$ cat config.mk
export PLATFORM = sky130hd
export DESIGN_NAME = pncd_cell
export DESIGN_NICKNAME = d
export VERILOG_FILES = /design/src/rtl/pncd_pkg.sv /design/src/rtl/pncd_cell.sv
export SDC_FILE = /design/constraint.sdc
export NUM_CORES = 1
export LEC_CHECK = 0
export BUFFER_PORTS_ARGS = -buffer_cell sky130_fd_sc_hd__clkbuf_2
export CAP_MARGIN = 30
export CORE_MARGIN = 10
export CORE_UTILIZATION = 30
export DETAILED_ROUTE_END_ITERATION = 6
export PLACE_DENSITY = 0.65
export SLEW_MARGIN = 10
export SYNTH_ARGS = -nofsm -noshare
export SYNTH_HDL_FRONTEND = slang
export SYNTH_SLANG_ARGS = --single-unit
$ cat constraint.sdc
create_clock -name aclk -period 2.05 [get_ports aclk]
set_clock_uncertainty 0.2 [all_clocks]
set_input_delay 0.41 -clock aclk [delete_from_list [all_inputs] [get_ports aclk]]
set_output_delay 0.41 -clock aclk [all_outputs]
set_load 0.01 [all_outputs]
$ cat src/rtl/pncd_pkg.sv
// Types and constants shared by the PN correlation bit detector modules.
package pncd_pkg;

    localparam int SAMPLE_BITS    = 12;
    localparam int PN_BITS        = 8;
    localparam int PN_INDEX_BITS  = 6;
    localparam int THR_BITS       = 16;
    localparam int SEARCH_BITS    = 6;
    localparam int HOLD_BITS      = 8;
    localparam int ERR_BITS       = 16;
    localparam int CFG_ADDR_BITS  = 4;
    localparam int CFG_DATA_BITS  = 16;

    localparam logic [CFG_ADDR_BITS-1:0] REG_LOW_THRESHOLD  = 4'd0;
    localparam logic [CFG_ADDR_BITS-1:0] REG_HIGH_THRESHOLD = 4'd1;
    localparam logic [CFG_ADDR_BITS-1:0] REG_SEARCH_BACK    = 4'd2;
    localparam logic [CFG_ADDR_BITS-1:0] REG_HOLD_COUNT     = 4'd3;

    localparam logic [THR_BITS-1:0]    LOW_THRESHOLD_RST  = 16'd6554;
    localparam logic [THR_BITS-1:0]    HIGH_THRESHOLD_RST = 16'd9830;
    localparam logic [SEARCH_BITS-1:0] SEARCH_BACK_RST    = 6'd10;
    localparam logic [HOLD_BITS-1:0]   HOLD_COUNT_RST     = 8'd100;
    localparam logic [1:0]             LAST_BIT_NONE      = 2'd2;
    localparam logic [ERR_BITS-1:0]    ERR_MAX            = 16'hFFFF;

    typedef struct packed {
        logic                          mode;
        logic signed [SAMPLE_BITS-1:0] sample_re;
        logic signed [SAMPLE_BITS-1:0] sample_im;
        logic [PN_INDEX_BITS-1:0]      pn_index;
        logic signed [PN_BITS-1:0]     pn_re;
        logic signed [PN_BITS-1:0]     pn_im;
    } pncd_in_t;

    typedef struct packed {
        logic signed [SAMPLE_BITS-1:0] out_re;
        logic signed [SAMPLE_BITS-1:0] out_im;
        logic                          pn_found;
        logic                          bit_value;
        logic [ERR_BITS-1:0]           repeat_errors;
    } pncd_out_t;

    typedef struct packed {
        logic signed [SAMPLE_BITS-1:0] re;
        logic signed [SAMPLE_BITS-1:0] im;
    } smp_t;

    typedef struct packed {
        logic signed [PN_BITS-1:0] re;
        logic signed [PN_BITS-1:0] im;
    } pnv_t;

    typedef struct packed {
        logic                     rotate;
        logic                     insert;
        logic                     pn_write;
        logic [PN_INDEX_BITS-1:0] pn_index;
    } cell_ctl_t;

    typedef enum logic [7:0] {
        ST_IDLE     = 8'b0000_0001,
        ST_ACC      = 8'b0000_0010,
        ST_POST1    = 8'b0000_0100,
        ST_POST2    = 8'b0000_1000,
        ST_MUL_GO   = 8'b0001_0000,
        ST_MUL_WAIT = 8'b0010_0000,
        ST_DECIDE   = 8'b0100_0000,
        ST_FINISH   = 8'b1000_0000
    } state_t;

endpackage

$ cat src/rtl/pncd_cell.sv
// One window cell: holds one sample and one PN entry, passes them along the ring.
module pncd_cell import pncd_pkg::*; #(
    parameter int CELL_INDEX = 0
) (
    input  logic      aclk,
    input  logic      aresetn,
    input  cell_ctl_t ctl,
    input  smp_t      nb_smp,
    input  pnv_t      nb_pn,
    input  pnv_t      wr_pn,
    output smp_t      smp_q,
    output pnv_t      pn_q
);

    smp_t smp_reg, smp_next;
    pnv_t pn_reg, pn_next;
    logic pn_hit;

    assign pn_hit = ctl.pn_write && (32'(ctl.pn_index) == CELL_INDEX);

    always_comb begin
        smp_next = smp_reg;
        if (ctl.rotate || ctl.insert) begin
            smp_next = nb_smp;
        end
        pn_next = pn_reg;
        if (ctl.rotate) begin
            pn_next = nb_pn;
        end else if (pn_hit) begin
            pn_next = wr_pn;
        end
    end

    always_ff @(posedge aclk) begin
        if (!aresetn) begin
            smp_reg <= '0;
        end else begin
            smp_reg <= smp_next;
        end
    end

    always_ff @(posedge aclk) begin
        pn_reg <= pn_next;
    end

    assign smp_q = smp_reg;
    assign pn_q  = pn_reg;

endmodule

### Word-level counts from Yosys, hierarchy flattened

Index checks and enable logic that the tools add are counted.

| storage, ports and cells | value |
|---|---|
| flip-flop bits (word level) | 40 |
| latch bits | 0 |
| RAM bits | 0 |
| bits in read-only memories | 0 |
| bits of input ports | 67 |
| output and inout bits | 40 |
| word-level logic and storage cells | 10 |
| memories | 0 |

| operators by class | value |
|---|---|
| add/subtract/negate cells | 0 |
| $mul | 0 |
| divide/modulo/power cells | 0 |
| magnitude comparators | 0 |
| equality and inequality tests | 0 |
| shift operators | 0 |
| muxes and demuxes | 2 |
| bitwise logic cells | 0 |
| reduce and logical (&&, ||, !) cells | 4 |

Operator list:

| cell | count |
|---|---|
| 16-bit 2-to-1 mux | 2 |
| 6-bit zero test | 1 |
| 2-bit nonzero test | 1 |
| 1-bit logical AND | 1 |
| 1-bit logical OR | 1 |

### Depth between registers and ports, before layout

Gate-level depths: netlist of the first run.

| depth | value |
|---|---|
| depth in word-level cells | 4 |
| gate-level depth with buffers | 4 |
| gate-level depth less buffers | 2 |

### Least setup slack after synthesis of the first run

OpenSTA, ideal clock, no wires.

| timing | value |
|---|---|
| path kind | input port to flip-flop |
| start | in ctl[2] (netlist name) |
| end | reg pn_reg, in the netlist pn_q[0] (enable) |
| library setup time | 0.367 ns |
| arrival time | 1.120 ns |
| data required time | 1.483 ns |
| slack | 0.363 ns |
| stages | 2 |
| buffers on the path | 0 |
| cells stage by stage | nor4b_1 -> a21o_1 |

| on the way | value |
|---|---|
| longest elaborated chain between the ends | 3 |

Ends and longest elaborated chain:

| element | RTL line | text |
|---|---|---|
| from (decl) | pncd_cell.sv:7 | `input cell_ctl_t ctl,` |
| 6-bit zero test | pncd_cell.sv:19 | `assign pn_hit = ctl.pn_write && (32'(ctl.pn_index) == CELL_INDEX);` |
| 1-bit logical AND | pncd_cell.sv:19 |  |
| 2-bit nonzero test (no source line) | n/a |  |
| to (signal assigned) | pncd_cell.sv:43 | `pn_reg <= pn_next;` |
| to (decl) | pncd_cell.sv:16 | `pnv_t pn_reg, pn_next;` |

No other way between the ends.
A chain may end at the register's enable or synchronous reset.

### Final worst setup path of the first run

| timing | value |
|---|---|
| start | in ctl[7] (netlist name) |
| end | reg smp_reg, in the netlist smp_q[16] |

| on the way | value |
|---|---|
| longest elaborated chain between the ends | 1 |

Ends and longest elaborated chain:

| element | RTL line | text |
|---|---|---|
| 1-bit logical OR | pncd_cell.sv:23 | `if (ctl.rotate \|\| ctl.insert) begin` |
| to (signal assigned) | pncd_cell.sv:38 | `smp_reg <= smp_next;` |
| to (decl) | pncd_cell.sv:15 | `smp_t smp_reg, smp_next;` |

No other way between the ends.

==> flow_summary.toml, run 1 <==
[timing]
clock.fmax_mhz = 684
drv_slew = 0
layout_min_cycle_time_ns = 1.46
grt_setup_unrepaired = "false"
slew_headroom_pct = 50.8
tightest_slew_ns = 0.738
fin_crit_sh_pct = 71.3
tns_ns = 0
final-hold-violation-count = 0
setup_violations = 0

[synth]
ys_ff_latch = 40
synthAdderAreaFrac_pct = 0
yosys.area.top_type = "dfxtp_1"
synth_area_leaders = "dfxtp_1 (27%), edfxtp_1 (27%), or3b_1 (12%), a21boi_1 (10%), mux2_2 (10%)"
synth_cells = 145
synth_mux_area_share_pct = 10.3
synth_xor_area_share_pct = 0
syn_area_per_cell_um2 = 12.1
yosysSeqAreaShare_pct = 54.9
yosys-top-cells-count = "a21boi_1 (24), dfxtp_1 (24), or3b_1 (24)"
yosysWarnings = 0
synthSimpleGateAreaFrac_pct = 12.8
synthArstFlopShare_pct = 0
synth_compound_area_share_pct = 17.6
synth.distinct_cells = 13
syn_area_um2 = 1750
synth_edf_count = 16
synth_top_area_share_pct = 27.4
synth_top_family_by_area = "compound AO/OA/AOI/OAI gates"
syn-num-nets = 212
synth_flop_cell = "dfxtp_1"

[clock_network]
cts_buffers = 5
path_clk_slew_ns = 0.07
cts_tree = "done"
clock_sinks = 40
cts_hold_buf = 0
postCtsSetupBuffers = 0
cts_max_path_buffers = 2
post_cts_resize_count = 0
clockRootBuffer = "clkbuf_8"
cts_max_level = 2
clk_latency_ns = 0.28

[pwr]
power_frac_seq_pct = 50.9
leakagePower_nw = 1.08
power.net_switching_uw = 404
switching_share_pct = 22.5
totalPowerFinal_mw = 1.79
peakVddDrop_mv = 0.308
combPwrFrac_pct = 15.3
p_int_mw = 1.39
power_density_nw_per_um2 = 737
p_clk_share_pct = 33.8

[final_layout]
fillers = 549
multiInputGateArea_um2 = 712
seqCellArea_um2 = 961
n_antenna_cell = 0
area_growth_pct = 38.7
finish.utilization_pct = 43.6
drive_gt1_share_pct = 53.0
final_nets = 315
fin_cells = 321

[setup_path]
crit_fanout = 47
cp.arrival_ns = 1.47
cp.required_ns = 2.06
path_class = "in -> reg"
endpoint_kind = "flop"
r2r_slack_ns = 0.95
start_kind = "input port"

[detailed_routing]
wl_per_cell_um = 15.0
drc = 0
drt_pass1_iterations = 4
antenna_left = 0
wl_um = 4810
drt-initial-drc-count = 44
routed_via_density = 4.55
dr_total_vias = 1461

[outcome]
outcome = "completed"

[grt]
grt_pass1_wl_um = 7140
globalRouteTotalUtil_pct = 9.72
antenna_found_initial = 0
overflow = 0
first_global_vias = 1497
grt_max_degree = 49

[flow_run]
cap_viol_max_count = 0

[placement]
post-dp-hpwl_um = 3740
gp_congestion = 0.758
placed_cells = 313
port_buffers = 106

[floorplanning]
die_h_um = 96.4
coreArea_um2 = 5570
io_pins = 107
rows = 27
dieWidth_um = 96.4
dieArea_um2 = 9290
start_util_pct = 31.4

[min_path]
hold_class = "in -> reg"
## final cells by class
| type | instances | area share (%) |
|---|---|---|
| Clock buffer | 5 | 2.83 |
| Multi-Input combinational cell | 91 | 29.3 |
| Tap cell | 72 | 3.71 |
| Clock inverter | 3 | 1.54 |
| Timing Repair Buffer | 110 | 23.1 |
| Sequential cell | 40 | 39.5 |
## worst max-delay path, cell delays in order
cell,delay [ns]
clkbuf_2,0.42
or3b_1,0.50
a21boi_1,0.14
## power groups by stage
stage               registers, mW  clock network [mW]  logic, mW
finish                      0.912               0.605      0.273
CTS                         0.913               0.634      0.281
detailed placement          0.930                   0      0.279
floorplan                   0.960                   0      0.109
global placement            0.929                   0      0.274
global route                0.918               0.671      0.305
## final timing paths
check,cells after the start,startpoint,end
setup / recovery,3,ctl[7],smp_q[16]
hold / removal,3,nb_smp[22],smp_q[22]
setup reg to reg,2,smp_q[16],smp_q[16]
hold reg to reg,2,smp_q[22],smp_q[22]
## layer usage
metal / global-route usage (%) / vias to the layer above / part of all wire (%)
met4: 2.91 / 0 / 0.77
li1: - / 744 / -
met5: 0 / - / 0
met2: 16.2 / 73 / 46
met1: 10.6 / 640 / 39
met3: 5.01 / 4 / 14
## cells in the final DEF, fill, tap and decap left out, drive strengths merged
cell type | netlist | layout
o21ai | 24 | 24
or3b | 24 | 24
clkinv | 0 | 2
clkbuf | 8 | 111
nor4b | 1 | 1
a21o | 1 | 1
buf | 6 | 4
a21boi | 24 | 24
mux2 | 16 | 16
edfxtp | 16 | 16
nor3 | 1 | 1
dfxtp | 24 | 24
bufinv | 0 | 1
## cells by family (layout without fill, tap and decap cells)
family,count (synthesis),after routing
AND/OR/NAND/NOR,26,26
flip-flops,40,40
AO/OA/AOI/OAI,49,49
multiplexers,16,16
buffers and inverters,14,118
## state kept, by name, summed over array words and instances (netlist names)
| register | flops |
|---|---|
| smp_q | 24 |
| pn_q | 16 |
## stage by stage
| step | setup slack [ns] | hold WS (ns) | instance area [um^2] |
|---|---|---|---|
| after floorplan | 0.363 | 0.363 | 1750 |
| after global placement | 0.342 | 0.334 | 2320 |
| after detailed placement | 0.262 | 0.342 | 2320 |
| after CTS | 0.562 | 0.155 | 2430 |
| after global routing | 0.486 | 0.164 | 2430 |
| final | 0.588 | 0.164 | 2430 |
Note: power is estimated with default switching activity, not from simulation.
==> inputs of run 2 (changes only) <==
--- a/config.mk
+++ b/config.mk
@@ -10,7 +10,7 @@
 export CORE_MARGIN = 10
 export CORE_UTILIZATION = 30
 export DETAILED_ROUTE_END_ITERATION = 6
-export PLACE_DENSITY = 0.65
+export PLACE_DENSITY = 0.68
 export SLEW_MARGIN = 10
 export SYNTH_ARGS = -nofsm -noshare
 export SYNTH_HDL_FRONTEND = slang
==> constraint.sdc (replaced) <==
create_clock -name aclk -period 1.3 [get_ports aclk]
set_clock_uncertainty 0.2 [all_clocks]
set_input_delay 0.26 -clock aclk [delete_from_list [all_inputs] [get_ports aclk]]
set_output_delay 0.26 -clock aclk [all_outputs]
set_load 0.01 [all_outputs]
==> flow_summary.toml, run 2 (same netlist as run 1, synthesis figures left out) <==
[timing]
layout_min_cycle_time_ns = 1.27
final-hold-violation-count = 0
setup_violations = 0
drv_slew = 0
slew_headroom_pct = 86.3
grt_setup_unrepaired = "true"
fin_crit_sh_pct = 97.9
hold-worst-slack_ns = 0.0131
tightest_slew_ns = 0.204
clock.fmax_mhz = 786

[clock_network]
cts_tree = "done"
clk_latency_ns = 0.28
clockRootBuffer = "clkbuf_8"
clock_sinks = 40
cts_buffers = 5
post_cts_resize_count = 0
cts_max_path_buffers = 2
cts_max_level = 2
postCtsSetupBuffers = 0
path_clk_slew_ns = 0.08

[setup_path]
path_class = "reg -> out"
crit_buf_inv = 1
critPathMaxStageDelay_ns = 0.39
critPathTopFamily = "flip-flops"
cpMaxStageDelayCell = "edfxtp_1"
start_kind = "flop"
cp.arrival_ns = 0.81
cp.required_ns = 0.84
worstPathCellList = "clkbuf_2"
crit_fanout = 1
endpoint_kind = "output pin"

[final_layout]
area_growth_pct = 45.4
mostFrequentLayoutCell = "clkbuf_2"
fin_cells = 324
drive_gt1_share_pct = 54.4
final_nets = 318
n_antenna_cell = 0
largest_reg_flops = 24
final_cell_mix = "clkbuf_2 (106), or3b_1 (24), a21boi_1 (24), dfxtp_1 (24), o21ai_0 (21)"

[detailed_routing]
drt_pass1_iterations = 4
wl_um = 4810
antenna_left = 0
wl_met3_um = 761
dr_total_vias = 1486
wl_per_cell_um = 14.9
met1_length_um = 1950
routed_via_density = 4.59
drc = 0
drt-initial-drc-count = 42
dr.max_layer_used = "met4"
wl_met2_um = 2060

[placement]
port_buffers = 106
placed_cells = 314
post-dp-hpwl_um = 3770
gp_congestion = 0.720

[pwr]
peakVddDrop_mv = 0.643
totalPowerFinal_mw = 2.91
power_frac_seq_pct = 49.5
p_int_mw = 2.23
leakagePower_nw = 1.12
switching_share_pct = 23.4
combPwrFrac_pct = 16.1
p_clk_share_pct = 34.4
power_density_nw_per_um2 = 1140
power.net_switching_uw = 679

[floorplanning]
io_pins = 107
rows = 27
die_h_um = 96.4
coreArea_um2 = 5570
start_util_pct = 31.4
dieWidth_um = 96.4
dieArea_um2 = 9290

[grt]
grt_pass1_wl_um = 7160
overflow = 0
grt_max_degree = 36
first_global_vias = 1475
antenna_found_initial = 0
globalRouteTotalUtil_pct = 9.62

[min_path]
hold_class = "in -> reg"

[outcome]
outcome = "completed"

[flow_run]
cap_viol_max_count = 0
run 2: cell count changes in the layout (fill, tap and decap cells not counted), sizes merged:
| cell | previous run | this run |
|---|---|---|
| clkinv | 2 | 1 |
| buf | 4 | 5 |
| clkinvlp | 0 | 1 |
| dlygate4sd3 | 0 | 2 |
run 2: metal layers:
layer | up-vias | GRT usage, %
met3 | 5 | 5.40
li1 | 749 | -
met5 | - | 0
met2 | 74 | 15.1
met1 | 658 | 11.1
met4 | 0 | 2.54
run 2: per-stage QoR:
| step | setup WS, ns | setup TNS [ns] | utilization, % | cell area [um^2] |
|---|---|---|---|---|
| 6_report | 0.0272 | 0 | 45.7 | 2550 |
| 3_3_place_gp | -0.137 | -4.07 | 43.3 | 2420 |
| 4_1_cts | -0.00533 | -0.00533 | 45.7 | 2550 |
| 5_1_grt | -0.0233 | -0.0635 | 45.7 | 2550 |
| 2_1_floorplan | -0.00777 | -0.0777 | - | 1780 |
| 3_5_place_dp | -0.154 | -5.03 | 43.3 | 2420 |
run 2: power by group through the flow:
stage          logic, mW  registers, mW  clock network [mW]
2_1_floorplan      0.178           1.51                   0
3_3_place_gp       0.465           1.46                   0
3_5_place_dp       0.472           1.47                   0
4_1_cts            0.479           1.44                1.05
5_1_grt            0.513           1.45                1.10
6_report           0.468           1.44                1.00
run 2: worst paths after layout:
path / to / startpoint / slack (ns) / cells past startpoint
worst max-delay path: pn_q[13] / pn_q[13] / 0.03 / 1
worst min-delay path: smp_q[0] / nb_smp[0] / 0.01 / 3
worst max register to register: smp_q[5] / smp_q[5] / 0.22 / 2
worst min register to register: smp_q[20] / smp_q[20] / 0.35 / 2
run 2: layout make-up:
| type | count | area (um^2) |
|---|---|---|
| multi-input combinational | 91 | 734 |
| clock inverter | 3 | 42.5 |
| fill | 538 | 3030 |
| timing repair buffer | 113 | 651 |
| tap | 72 | 90.1 |
| clock buffer | 5 | 68.8 |
| sequential | 40 | 961 |
run 2: repair_timing:
action / CTS / global route
hold endpoints to repair: 2 / 0
endpoints found under the setup margin: 1 / 5
hold buffers: 2 / 0
gates cloned: 0 / 0
