File: config.mk
export PLATFORM = sky130hd
export DESIGN_NAME = pncd_smul
export DESIGN_NICKNAME = d
export VERILOG_FILES = /design/src/rtl/pncd_pkg.sv /design/src/rtl/pncd_smul.sv
export SDC_FILE = /design/constraint.sdc
export NUM_CORES = 1
export LEC_CHECK = 0
export BUFFER_PORTS_ARGS = -buffer_cell sky130_fd_sc_hd__buf_2
export CAP_MARGIN = 5
export CORE_ASPECT_RATIO = 0.6
export CORE_UTILIZATION = 50
export CTS_BUF_LIST = sky130_fd_sc_hd__clkbuf_4 sky130_fd_sc_hd__clkbuf_8
export DETAILED_ROUTE_END_ITERATION = 10
export PLACE_DENSITY = 0.69
export SLEW_MARGIN = 40
export SYNTH_ARGS = -nofsm -noshare
export SYNTH_HDL_FRONTEND = slang
export SYNTH_SLANG_ARGS = --single-unit
File: constraint.sdc
create_clock -name aclk -period 4.5 [get_ports aclk]
set_input_delay 0.45 -clock aclk [delete_from_list [all_inputs] [get_ports aclk]]
set_output_delay 0.45 -clock aclk [all_outputs]
set_load 0.1 [all_outputs]
File: src/rtl/pncd_pkg.sv
// Types and constants shared by the PN correlation bit detector modules.
package pncd_pkg;

    localparam int SAMPLE_BITS    = 12;
    localparam int PN_BITS        = 8;
    localparam int PN_INDEX_BITS  = 6;
    localparam int THR_BITS       = 16;
    localparam int SEARCH_BITS    = 6;
    localparam int HOLD_BITS      = 8;
    localparam int ERR_BITS       = 16;
    localparam int CFG_ADDR_BITS  = 4;
    localparam int CFG_DATA_BITS  = 16;

    localparam logic [CFG_ADDR_BITS-1:0] REG_LOW_THRESHOLD  = 4'd0;
    localparam logic [CFG_ADDR_BITS-1:0] REG_HIGH_THRESHOLD = 4'd1;
    localparam logic [CFG_ADDR_BITS-1:0] REG_SEARCH_BACK    = 4'd2;
    localparam logic [CFG_ADDR_BITS-1:0] REG_HOLD_COUNT     = 4'd3;

    localparam logic [THR_BITS-1:0]    LOW_THRESHOLD_RST  = 16'd6554;
    localparam logic [THR_BITS-1:0]    HIGH_THRESHOLD_RST = 16'd9830;
    localparam logic [SEARCH_BITS-1:0] SEARCH_BACK_RST    = 6'd10;
    localparam logic [HOLD_BITS-1:0]   HOLD_COUNT_RST     = 8'd100;
    localparam logic [1:0]             LAST_BIT_NONE      = 2'd2;
    localparam logic [ERR_BITS-1:0]    ERR_MAX            = 16'hFFFF;

    typedef struct packed {
        logic                          mode;
        logic signed [SAMPLE_BITS-1:0] sample_re;
        logic signed [SAMPLE_BITS-1:0] sample_im;
        logic [PN_INDEX_BITS-1:0]      pn_index;
        logic signed [PN_BITS-1:0]     pn_re;
        logic signed [PN_BITS-1:0]     pn_im;
    } pncd_in_t;

    typedef struct packed {
        logic signed [SAMPLE_BITS-1:0] out_re;
        logic signed [SAMPLE_BITS-1:0] out_im;
        logic                          pn_found;
        logic                          bit_value;
        logic [ERR_BITS-1:0]           repeat_errors;
    } pncd_out_t;

    typedef struct packed {
        logic signed [SAMPLE_BITS-1:0] re;
        logic signed [SAMPLE_BITS-1:0] im;
    } smp_t;

    typedef struct packed {
        logic signed [PN_BITS-1:0] re;
        logic signed [PN_BITS-1:0] im;
    } pnv_t;

    typedef struct packed {
        logic                     rotate;
        logic                     insert;
        logic                     pn_write;
        logic [PN_INDEX_BITS-1:0] pn_index;
    } cell_ctl_t;

    typedef enum logic [7:0] {
        ST_IDLE     = 8'b0000_0001,
        ST_ACC      = 8'b0000_0010,
        ST_POST1    = 8'b0000_0100,
        ST_POST2    = 8'b0000_1000,
        ST_MUL_GO   = 8'b0001_0000,
        ST_MUL_WAIT = 8'b0010_0000,
        ST_DECIDE   = 8'b0100_0000,
        ST_FINISH   = 8'b1000_0000
    } state_t;

endpackage

File: src/rtl/pncd_smul.sv
// Shift-and-add multiplier, one multiplier bit per cycle.
module pncd_smul import pncd_pkg::*; #(
    parameter int XW = 48,
    parameter int YW = 40
) (
    input  logic            aclk,
    input  logic            aresetn,
    input  logic            start,
    input  logic [XW-1:0]   x,
    input  logic [YW-1:0]   y,
    output logic            done,
    output logic [XW+YW-1:0] prod
);

    localparam int CNTW = $clog2(YW + 1);

    logic              busy_reg, busy_next;
    logic [CNTW-1:0]   cnt_reg, cnt_next;
    logic [XW+YW-1:0]  xs_reg, xs_next, acc_reg, acc_next;
    logic [YW-1:0]     ys_reg, ys_next;

    assign done = busy_reg && (cnt_reg == '0);

    always_comb begin
        busy_next = busy_reg;
        cnt_next  = cnt_reg;
        xs_next   = xs_reg;
        ys_next   = ys_reg;
        acc_next  = acc_reg;
        if (start) begin
            busy_next = 1'b1;
            cnt_next  = CNTW'(YW);
            xs_next   = (XW+YW)'(x);
            ys_next   = y;
            acc_next  = '0;
        end else if (done) begin
            busy_next = 1'b0;
        end else if (busy_reg) begin
            if (ys_reg[0]) begin
                acc_next = acc_reg + xs_reg;
            end
            xs_next  = xs_reg << 1;
            ys_next  = ys_reg >> 1;
            cnt_next = cnt_reg - 1'b1;
        end
    end

    always_ff @(posedge aclk) begin
        if (!aresetn) begin
            busy_reg <= 1'b0;
            cnt_reg  <= '0;
        end else begin
            busy_reg <= busy_next;
            cnt_reg  <= cnt_next;
        end
    end

    always_ff @(posedge aclk) begin
        xs_reg  <= xs_next;
        ys_reg  <= ys_next;
        acc_reg <= acc_next;
    end

    assign prod = acc_reg;

endmodule
# --- After elaboration in Yosys (flattened, before gate mapping) ---
# Index checks and enable logic that the tools add are counted.
totals:
  ff_bits: 223
  inputBits: 91
  output_inout_bits: 89
  wordCells: 31
classes:
  add_sub_neg: 2
  n_eq_ne: 1
  mux: 11
  bitwise_logic: 2
  n_reduce_logical: 8
op_table:
  columns: ["cell", "count"]
  rows:
  - ["48-bit two-way mux", 3]
  - ["40-bit two-way mux", 3]
  - ["88-bit adder", 1]
  - ["6-bit two-way mux", 3]
  - ["6-bit logical NOT", 1]
  - ["6-bit by 1-bit subtractor with 6-bit output, second input constant", 1]
  - ["2-bit AND reduction", 2]
  - ["2-bit nonzero test", 2]
  - ["3-bit AND reduction", 1]
  - ["1-bit two-way mux", 2]
  - ["2-bit != test, second input constant", 1]
  - ["1-bit inverter", 2]
  - ["2-bit OR reduction", 1]
  - ["1-bit logical AND", 1]

# --- Longest topological paths before layout ---
# Gate-level depths: netlist of run 1.
depth:
  ltp_word: 4
  ltp_mapped: 13
  ltp_nobuf: 12

# --- Worst setup path after synthesis of run 1 ---
# No wires, ideal clock.
synth_path:
  path_kind: "reg-to-reg"
  start: "register acc_reg[41] (netlist: prod[41])"
  end: "register acc_reg[87] (netlist: prod[87])"
  setup_ns: 0.123
  t_arrival_ns: 3.622
  required_time_ns: 4.377
  slack_ns: 0.754
  path_stages_with_launch: 12
  path_buffers: 1
  synth_period_minus_slack_ns: 3.746
  cell_sequence: "dfxtp_1 ha_1 clkbuf_1 nand2_1 or3_1 o21ai_1 a31oi_1 or2_1 o311a_1 or3_1 a21oi_1 mux2_1"
synth_between:
  elab_chain_len: 1
synth_rtl:
  columns: ["element", "line_no", "source"]
  rows:
  - ["start, declared", "pncd_smul.sv:19", "logic [XW+YW-1:0] xs_reg, xs_next, acc_reg, acc_next;"]
  - ["start signal, assigned", "pncd_smul.sv:61", "acc_reg <= acc_next;"]
  - ["88-bit adder", "pncd_smul.sv:40", "acc_next = acc_reg + xs_reg;"]
# No other way between the ends.
# A chain may end at the register's enable or synchronous reset.

# --- Worst setup path after layout of run 1 ---
layout_path:
  start: "register xs_reg[0]"
  end: "register acc_reg[50] (netlist: prod[50])"
layout_between:
  elab_chain_len: 1
layout_rtl:
  columns: ["element", "line_no", "source"]
  rows:
  - ["start, declared", "pncd_smul.sv:19", null]
  - ["start signal, assigned", "pncd_smul.sv:59", "xs_reg <= xs_next;"]
  - ["88-bit adder", "pncd_smul.sv:40", null]
# No other way between the ends.

==> impl_results.md, run 1 <==
- DRT iter0 DRCs: 1,075
- Seq cells post-synth: 223
- Achievable clock frequency: 259 MHz
- Crit end category: register
- Synth cell types: 79
- WL met3: 3.60 mm
- WS Path Type: register to register
- WL met2: 15.0 mm
- Full die area: 28,100 um2
- Layout area overhead: 13.5%
- Final Net Count: 1,869
- Leakage: 6.41 nW
- Register Area: 5350 um2
- Share of cells above drive strength 1: 21.5%
- Sum Neg Setup Slack: 0 ns
- Clk buf depth: 3
- Commonest cells post-synth: nand2_1 (273), a21oi_1 (212), dfxtp_1 (135)
- Std-Cell Rows: 46
- Synthesized area: 13,700 um2
- Slowest-stage cell, CP: fa_1
- Crit-path cells: ha_1 -> fa_1 -> a211oi_1 -> o311a_1 -> a2bb2oi_1 -> o21ai_0 -> buf_4 -> a21boi_0 -> o21a_1 -> o21bai_1 -> a211oi_1 -> xnor2_1 -> o21ai_0
- Top_reg_cell synth: dfxtp_1
- Final hold vios: 0
- Area contributors post-synth: dfxtp_1 (20%), edfxtp_1 (19%), ha_1 (8.0%)
- Total of max-cap violations: 0
- Final wirelength: 39.6 mm
- CTS resizes: 0
- Clock skew: 0.0237 ns
- Final instance area: 15,600 um2
- Cell accounting for the most synthesized area: dfxtp_1
- First-pass GRT wire length: 61.7 mm
- Pwr dens: 342 nW/um2
- Placeable Area: 26,600 um2
- H-tree Lvls: 2
- Hpwl dp: 29.5 mm
- Most common cell in the netlist: nand2_1
- CP startpoint kind: register
- RSZ-0062 raised after global routing: false
- Required time of the critical path: 4.93 ns
- Footprint of the multi-input gates: 7920 um2
- Syn Inst Count: 1,547
- Sequential fraction of the synthesis area: 39.0%
- Gp weighted congestion: 0.933
- Crit path time final: 3.86 ns
- Number of synthesized flops with an enable pin: 88
- Initial Utilization: 51.4%
- Root Buffer: clkbuf_8
- CTS clk-pin slew, worst paths: 0.06 ns
- CTS tree: yes
- Mean Syn Cell Area: 8.86 um2
- Initial antenna violation count: 2
- CTS Sinks: 223
- Largest net degree at the start of global routing: 80
- Via density: 5.85
- Number of global-route vias before repair: 11,075
- Total congestion overflow: 0
- Max Slew Vio Count: 0
- Async S/R FF share, synth: 0%
- Drt first pass iters: 5
- Setup Buffers After CTS: 0
- Max Used Layer: met4
- Die X: 216 um
- Hold buffer count at cts: 0
- WP data arrival: 4.29 ns
- DRC viols: 0
- Clock Latency Late Sink: 0.57 ns
- Final setup viols: 0
- Placed cell area: 14,800 um2
- Cell family with most CP delay: compound AO/OA/AOI/OAI gates
- Fillers: 2,441
- Vias: 12,133
- Final Cycle Share: 85.7%
- Top Ports: 180
- Synthesis Warnings: 0
- PortBufs: 179
- Mapped Nets: 1,727
- Worst hold-check path type: input pin to register
- Worst-path maximum fanout: 4
- Yosys top cell area share: 19.7%
- Status: finished, final reports clean
- Total CTS buffers: 37
- WL per Instance: 19.1 um
- CP max stage delay: 0.44 ns
- GRT Overall Usage: 27.8%
- DRT antenna net count: 0
- DRT met1 WL: 20.4 mm
- Highest ir drop seen on vdd: 0.000251 V
- Number of buffers and inverters on the critical path: 1
- Slew at the pin closest to its max-slew limit: 0.800 ns
- Die span in y: 130 um
- Slew Limit Headroom: 46.6%
[per-layer routing]
| layer | vias to the layer above | track usage (%) |
|---|---|---|
| li1 | 5929 | - |
| met1 | 5735 | 43.1 |
| met2 | 422 | 36.9 |
| met3 | 47 | 8.37 |
| met4 | 0 | 5.97 |
| met5 | - | 0 |
[cells by family (layout without fill, tap and decap cells)]
group | Yosys count | after routing | share of synthesized area [%]
other | 0 | 2 | 0
multiplexers | 89 | 89 | 7.29
flip-flops | 223 | 223 | 39.0
adder cells (fa/ha/maj) | 89 | 89 | 8.18
buffers and inverters | 116 | 282 | 3.33
AO/OA/AOI/OAI | 483 | 483 | 22.0
XOR/XNOR | 80 | 80 | 5.11
AND/OR/NAND/NOR | 467 | 467 | 15.1
[power breakdown]
group          leakage, nW  switching (mW)  internal, mW  total (mW)
sequential            1.97          0.0777          2.26        2.34
clock                0.398           0.829          1.01        1.84
combinational         4.04           0.789         0.357        1.15
[final timing paths]
path	slack [ns]	end	startpoint	depth (start not counted)
max	0.64	prod[50]$_SDFFE_PP0P_	xs_reg[0]$_SDFFCE_PN0P_	13
min	0.15	cnt_reg[5]$_SDFFE_PN0P_	aresetn	2
max reg2reg	0.64	prod[50]$_SDFFE_PP0P_	xs_reg[0]$_SDFFCE_PN0P_	13
min reg2reg	0.47	xs_reg[85]$_SDFFE_PP0P_	xs_reg[84]$_SDFFE_PP0P_	2
[area by class of cell]
class	instances	area share [%]
Clock inverter	6	0.370
Inverter	28	0.676
Clock buffer	57	4.36
Tap cell	360	2.90
Antenna cell	2	0.0322
Sequential cell	223	34.4
Multi-Input combinational cell	1208	50.9
Timing Repair Buffer	191	6.38
[layout by cell type, fill, tap and decap left out, types with 6 or more instances in the layout]
| master | instances |
|---|---|
| a211oi_1 | 11 |
| a21o_1 | 44 |
| a21oi_1 | 212 |
| a221oi_1 | 7 |
| a31oi_1 | 9 |
| and2_1 | 6 |
| buf_2 | 178 |
| buf_4 | 12 |
| clkbuf_4 | 17 |
| clkbuf_8 | 40 |
| dfxtp_1 | 135 |
| edfxtp_1 | 88 |
| ha_1 | 88 |
| inv_1 | 28 |
| mux2_2 | 86 |
| nand2_1 | 271 |
| nand3_1 | 11 |
| nand4_1 | 41 |
| nor2_1 | 68 |
| nor3_1 | 10 |
| o21a_1 | 14 |
| o21ai_0 | 93 |
| o21bai_1 | 23 |
| o31ai_1 | 13 |
| or3_1 | 13 |
| xnor2_1 | 47 |
| xor2_1 | 33 |
[metrics by stage]
step / utilization, % / hold WS (ns) / worst slack (ns) / power, mW / std cells
floorplan: - / 0.441 / 0.754 / 3.23 / 1547
global placement: 55.6 / 0.455 / 0.819 / 3.49 / 2010
detailed placement: 55.6 / 0.465 / 0.722 / 3.51 / 2010
CTS: 58.4 / 0.121 / 0.706 / 5.36 / 2073
global route: 58.4 / 0.138 / 0.419 / 5.56 / 2073
finish: 58.4 / 0.154 / 0.642 / 5.33 / 2075
(Power assumes the default switching activity.)
==> run 2, diff against run 1 <==
CORE_ASPECT_RATIO = default   (was 0.6)
GPL_TIMING_DRIVEN = 1   (was default)
SLEW_MARGIN = 20   (was 40)
==> impl_results.md, run 2 (synthesis gave the netlist of run 1 again) <==
- Status: finished, final reports clean
- Initial antenna violation count: 0 (-2)
- Final wirelength: 37.1 mm (-6.3%)
- Crit Reg-Reg Endpoint: prod[78]$_SDFFE_PP0P_
- PortBufs: 179 (unchanged)
- WS Path Type: register to register
- Highest ir drop seen on vdd: 0.000238 V (-5.2%)
- Critical path depth: 12 (-1)
- Slowest-stage cell, CP: a41oi_1
- N_diodes: 0 (-2)
- CTS Sinks: 223 (unchanged)
- Top Ports: 180 (unchanged)
- Clock skew: 0.0213 ns (-0.00243 ns)
- Max Slew Vio Count: 0 (unchanged)
- Slew at the pin closest to its max-slew limit: 0.987 ns (+0.187 ns)
- Crit path time final: 3.89 ns (+0.0333 ns)
- Final hold vios: 0 (unchanged)
- Crit path from: xs_reg[0]$_SDFFCE_PN0P_
- Setup Buffers After CTS: 0 (unchanged)
- Max Used Layer: met4
- Tot Pwr: 5.64 mW (+5.9%)
- Vias: 12,047 (-0.71%)
- Slew Limit Headroom: 33.9% (-13 points)
- Cell family with most CP delay: compound AO/OA/AOI/OAI gates
- CP max stage delay: 0.52 ns (+0.08 ns)
- Achievable clock frequency: 257 MHz (-0.86%)
- Crit-path cells: ha_1 -> fa_1 -> a211oi_1 -> o311a_1 -> a2bb2oi_1 -> o21ai_0 -> a41oi_1 -> nor2_1 -> a211o_1 -> a31o_2 -> xnor2_1 -> a22o_1
- Worst-path maximum fanout: 7 (+3)
- Pwr dens: 359 nW/um2 (+4.9%)
- Hpwl dp: 27.2 mm (-7.9%)
- CTS resizes: 0 (unchanged)
- Largest net degree at the start of global routing: 77 (-3.8%)
- Commonest non-fill, non-tap cell in the layout: nand2_1
- WL met2: 17.5 mm (+16%)
- Total of max-cap violations: 0 (unchanged)
- Path depth of the worst reg2reg path: 12 (-1)
- CTS tree: yes
- WL met3: 1.87 mm (-48%)
- Layout area overhead: 14.6%
- Root Buffer: clkbuf_8
- Final setup viols: 0 (unchanged)
- Number of buffers and inverters on the critical path: 0 (-1)
- Crit end category: register
- Placed cells: 1,989 (-1.0%)
- DRT antenna net count: 0 (unchanged)
- Number of global-route vias before repair: 11,559 (+4.4%)
- DRT iter0 DRCs: 765 (-29%)
- Leakage: 6.49 nW (+1.2%)
- Final Net Count: 1,871 (+0.11%)
- Drt first pass iters: 5 (unchanged)
- Full die area: 28,100 um2 (about the same)
- CP startpoint kind: register
- DRT met1 WL: 16.7 mm (-18%)
- Std-Cell Rows: 60 (+30%)
- H-tree Lvls: 2 (unchanged)
- Initial Utilization: 50.9% (-0.58 points)
- R2R Path Start: xs_reg[0]$_SDFFCE_PN0P_
- Clk buf depth: 3 (unchanged)
- Sum Neg Setup Slack: 0 ns (unchanged)
- Die span in y: 168 um (+29%)
- Gp weighted congestion: 0.937 (+0.46%)
- Fillers: 2,501 (+2.5%)
- Via density: 5.84 (-0.18%)
- GRT Overall Usage: 25.8% (-2.0 points)
- Worst hold-check path type: input pin to register
- Total congestion overflow: 0 (unchanged)
- Final cell count without fillers: 2,064 (-0.53%)
- Total CTS buffers: 41 (+11%)
- Hold buffer count at cts: 0 (unchanged)
- Commonest non-fill, non-tap cells in the layout: nand2_1 (272), a21oi_1 (212), buf_2 (178)
- CTS clk-pin slew, worst paths: 0.06 ns (about the same)
- R2r setup slk: 0.61 ns (-0.03 ns)
- WL per Instance: 18.0 um (-5.8%)
- End of the critical path: prod[78]$_SDFFE_PP0P_
- Die X: 168 um (-22%)
- Required time of the critical path: 4.92 ns (about the same)
- Placeable Area: 27,000 um2 (+1.1%)
- First-pass GRT wire length: 59.0 mm (-4.4%)
- Final Cycle Share: 86.5% (+0.74 points)
- Clock Latency Late Sink: 0.54 ns (-0.03 ns)
- DRC viols: 0 (unchanged)
- RSZ-0062 raised after global routing: false
- Share of cells above drive strength 1: 21.8% (+0.28 points)
- WP data arrival: 4.32 ns (+0.03 ns)
==> run 2: cell types whose count changed in the layout (fill, tap and decap cells not counted), moves of 2 or more <==
cell        before  now
clkbuf_4        17   15
clkbuf_8        40   47
clkinvlp_4       0    2
bufinv_16        1    4
diode_2          2    0
clkinv_1         1    3
buf_4           12   10
==> run 2: power by group <==
group | switching (mW) | leakage [nW] | total, mW | internal [mW]
clock | 0.874 | 0.486 | 2.19 | 1.31
sequential | 0.0735 | 1.97 | 2.33 | 2.26
combinational | 0.767 | 4.03 | 1.12 | 0.355
==> run 2: worst min path at each step <==
stage	to	from	slack [ns]	cells after the start
final	cnt_reg[5]$_SDFFE_PN0P_	aresetn	0.17	2
after floorplan	xs_reg[87]$_SDFFE_PP0P_	xs_reg[87]$_SDFFE_PP0P_	0.44	2
after CTS	cnt_reg[3]$_SDFFE_PN0P_	aresetn	0.14	2
after global placement	prod[46]$_SDFFE_PP0P_	prod[46]$_SDFFE_PP0P_	0.46	2
after global routing	cnt_reg[5]$_SDFFE_PN0P_	aresetn	0.16	2
after detailed placement	xs_reg[87]$_SDFFE_PP0P_	xs_reg[87]$_SDFFE_PP0P_	0.47	2
==> run 2: area by class of cell <==
cell class	count	area [um2]	share of cell area (%)
Inverter	28	105	0.669
Sequential cell	223	5350	34.0
Tap cell	341	427	2.72
Clock inverter	13	173	1.10
Clock buffer	62	759	4.83
Timing Repair Buffer	189	977	6.22
Multi-Input combinational cell	1208	7930	50.4
==> run 2: routing by layer <==
| layer | up-vias | track usage [%] |
|---|---|---|
| li1 | 5925 | - |
| met1 | 5696 | 34.0 |
| met2 | 356 | 43.0 |
| met3 | 70 | 4.14 |
| met4 | 0 | 9.05 |
| met5 | - | 0 |
==> run 2: through the flow <==
step                      util [%]  hold WS, ns  cell area, um2  setup slack [ns]
final                         58.3        0.171           15700             0.608
after global routing          58.3        0.159           15700             0.414
after CTS                     58.3        0.144           15700             0.649
after detailed placement      54.8        0.466           14800             0.660
after global placement        54.8        0.457           14800             0.768
after floorplan                  -        0.441           13700             0.754
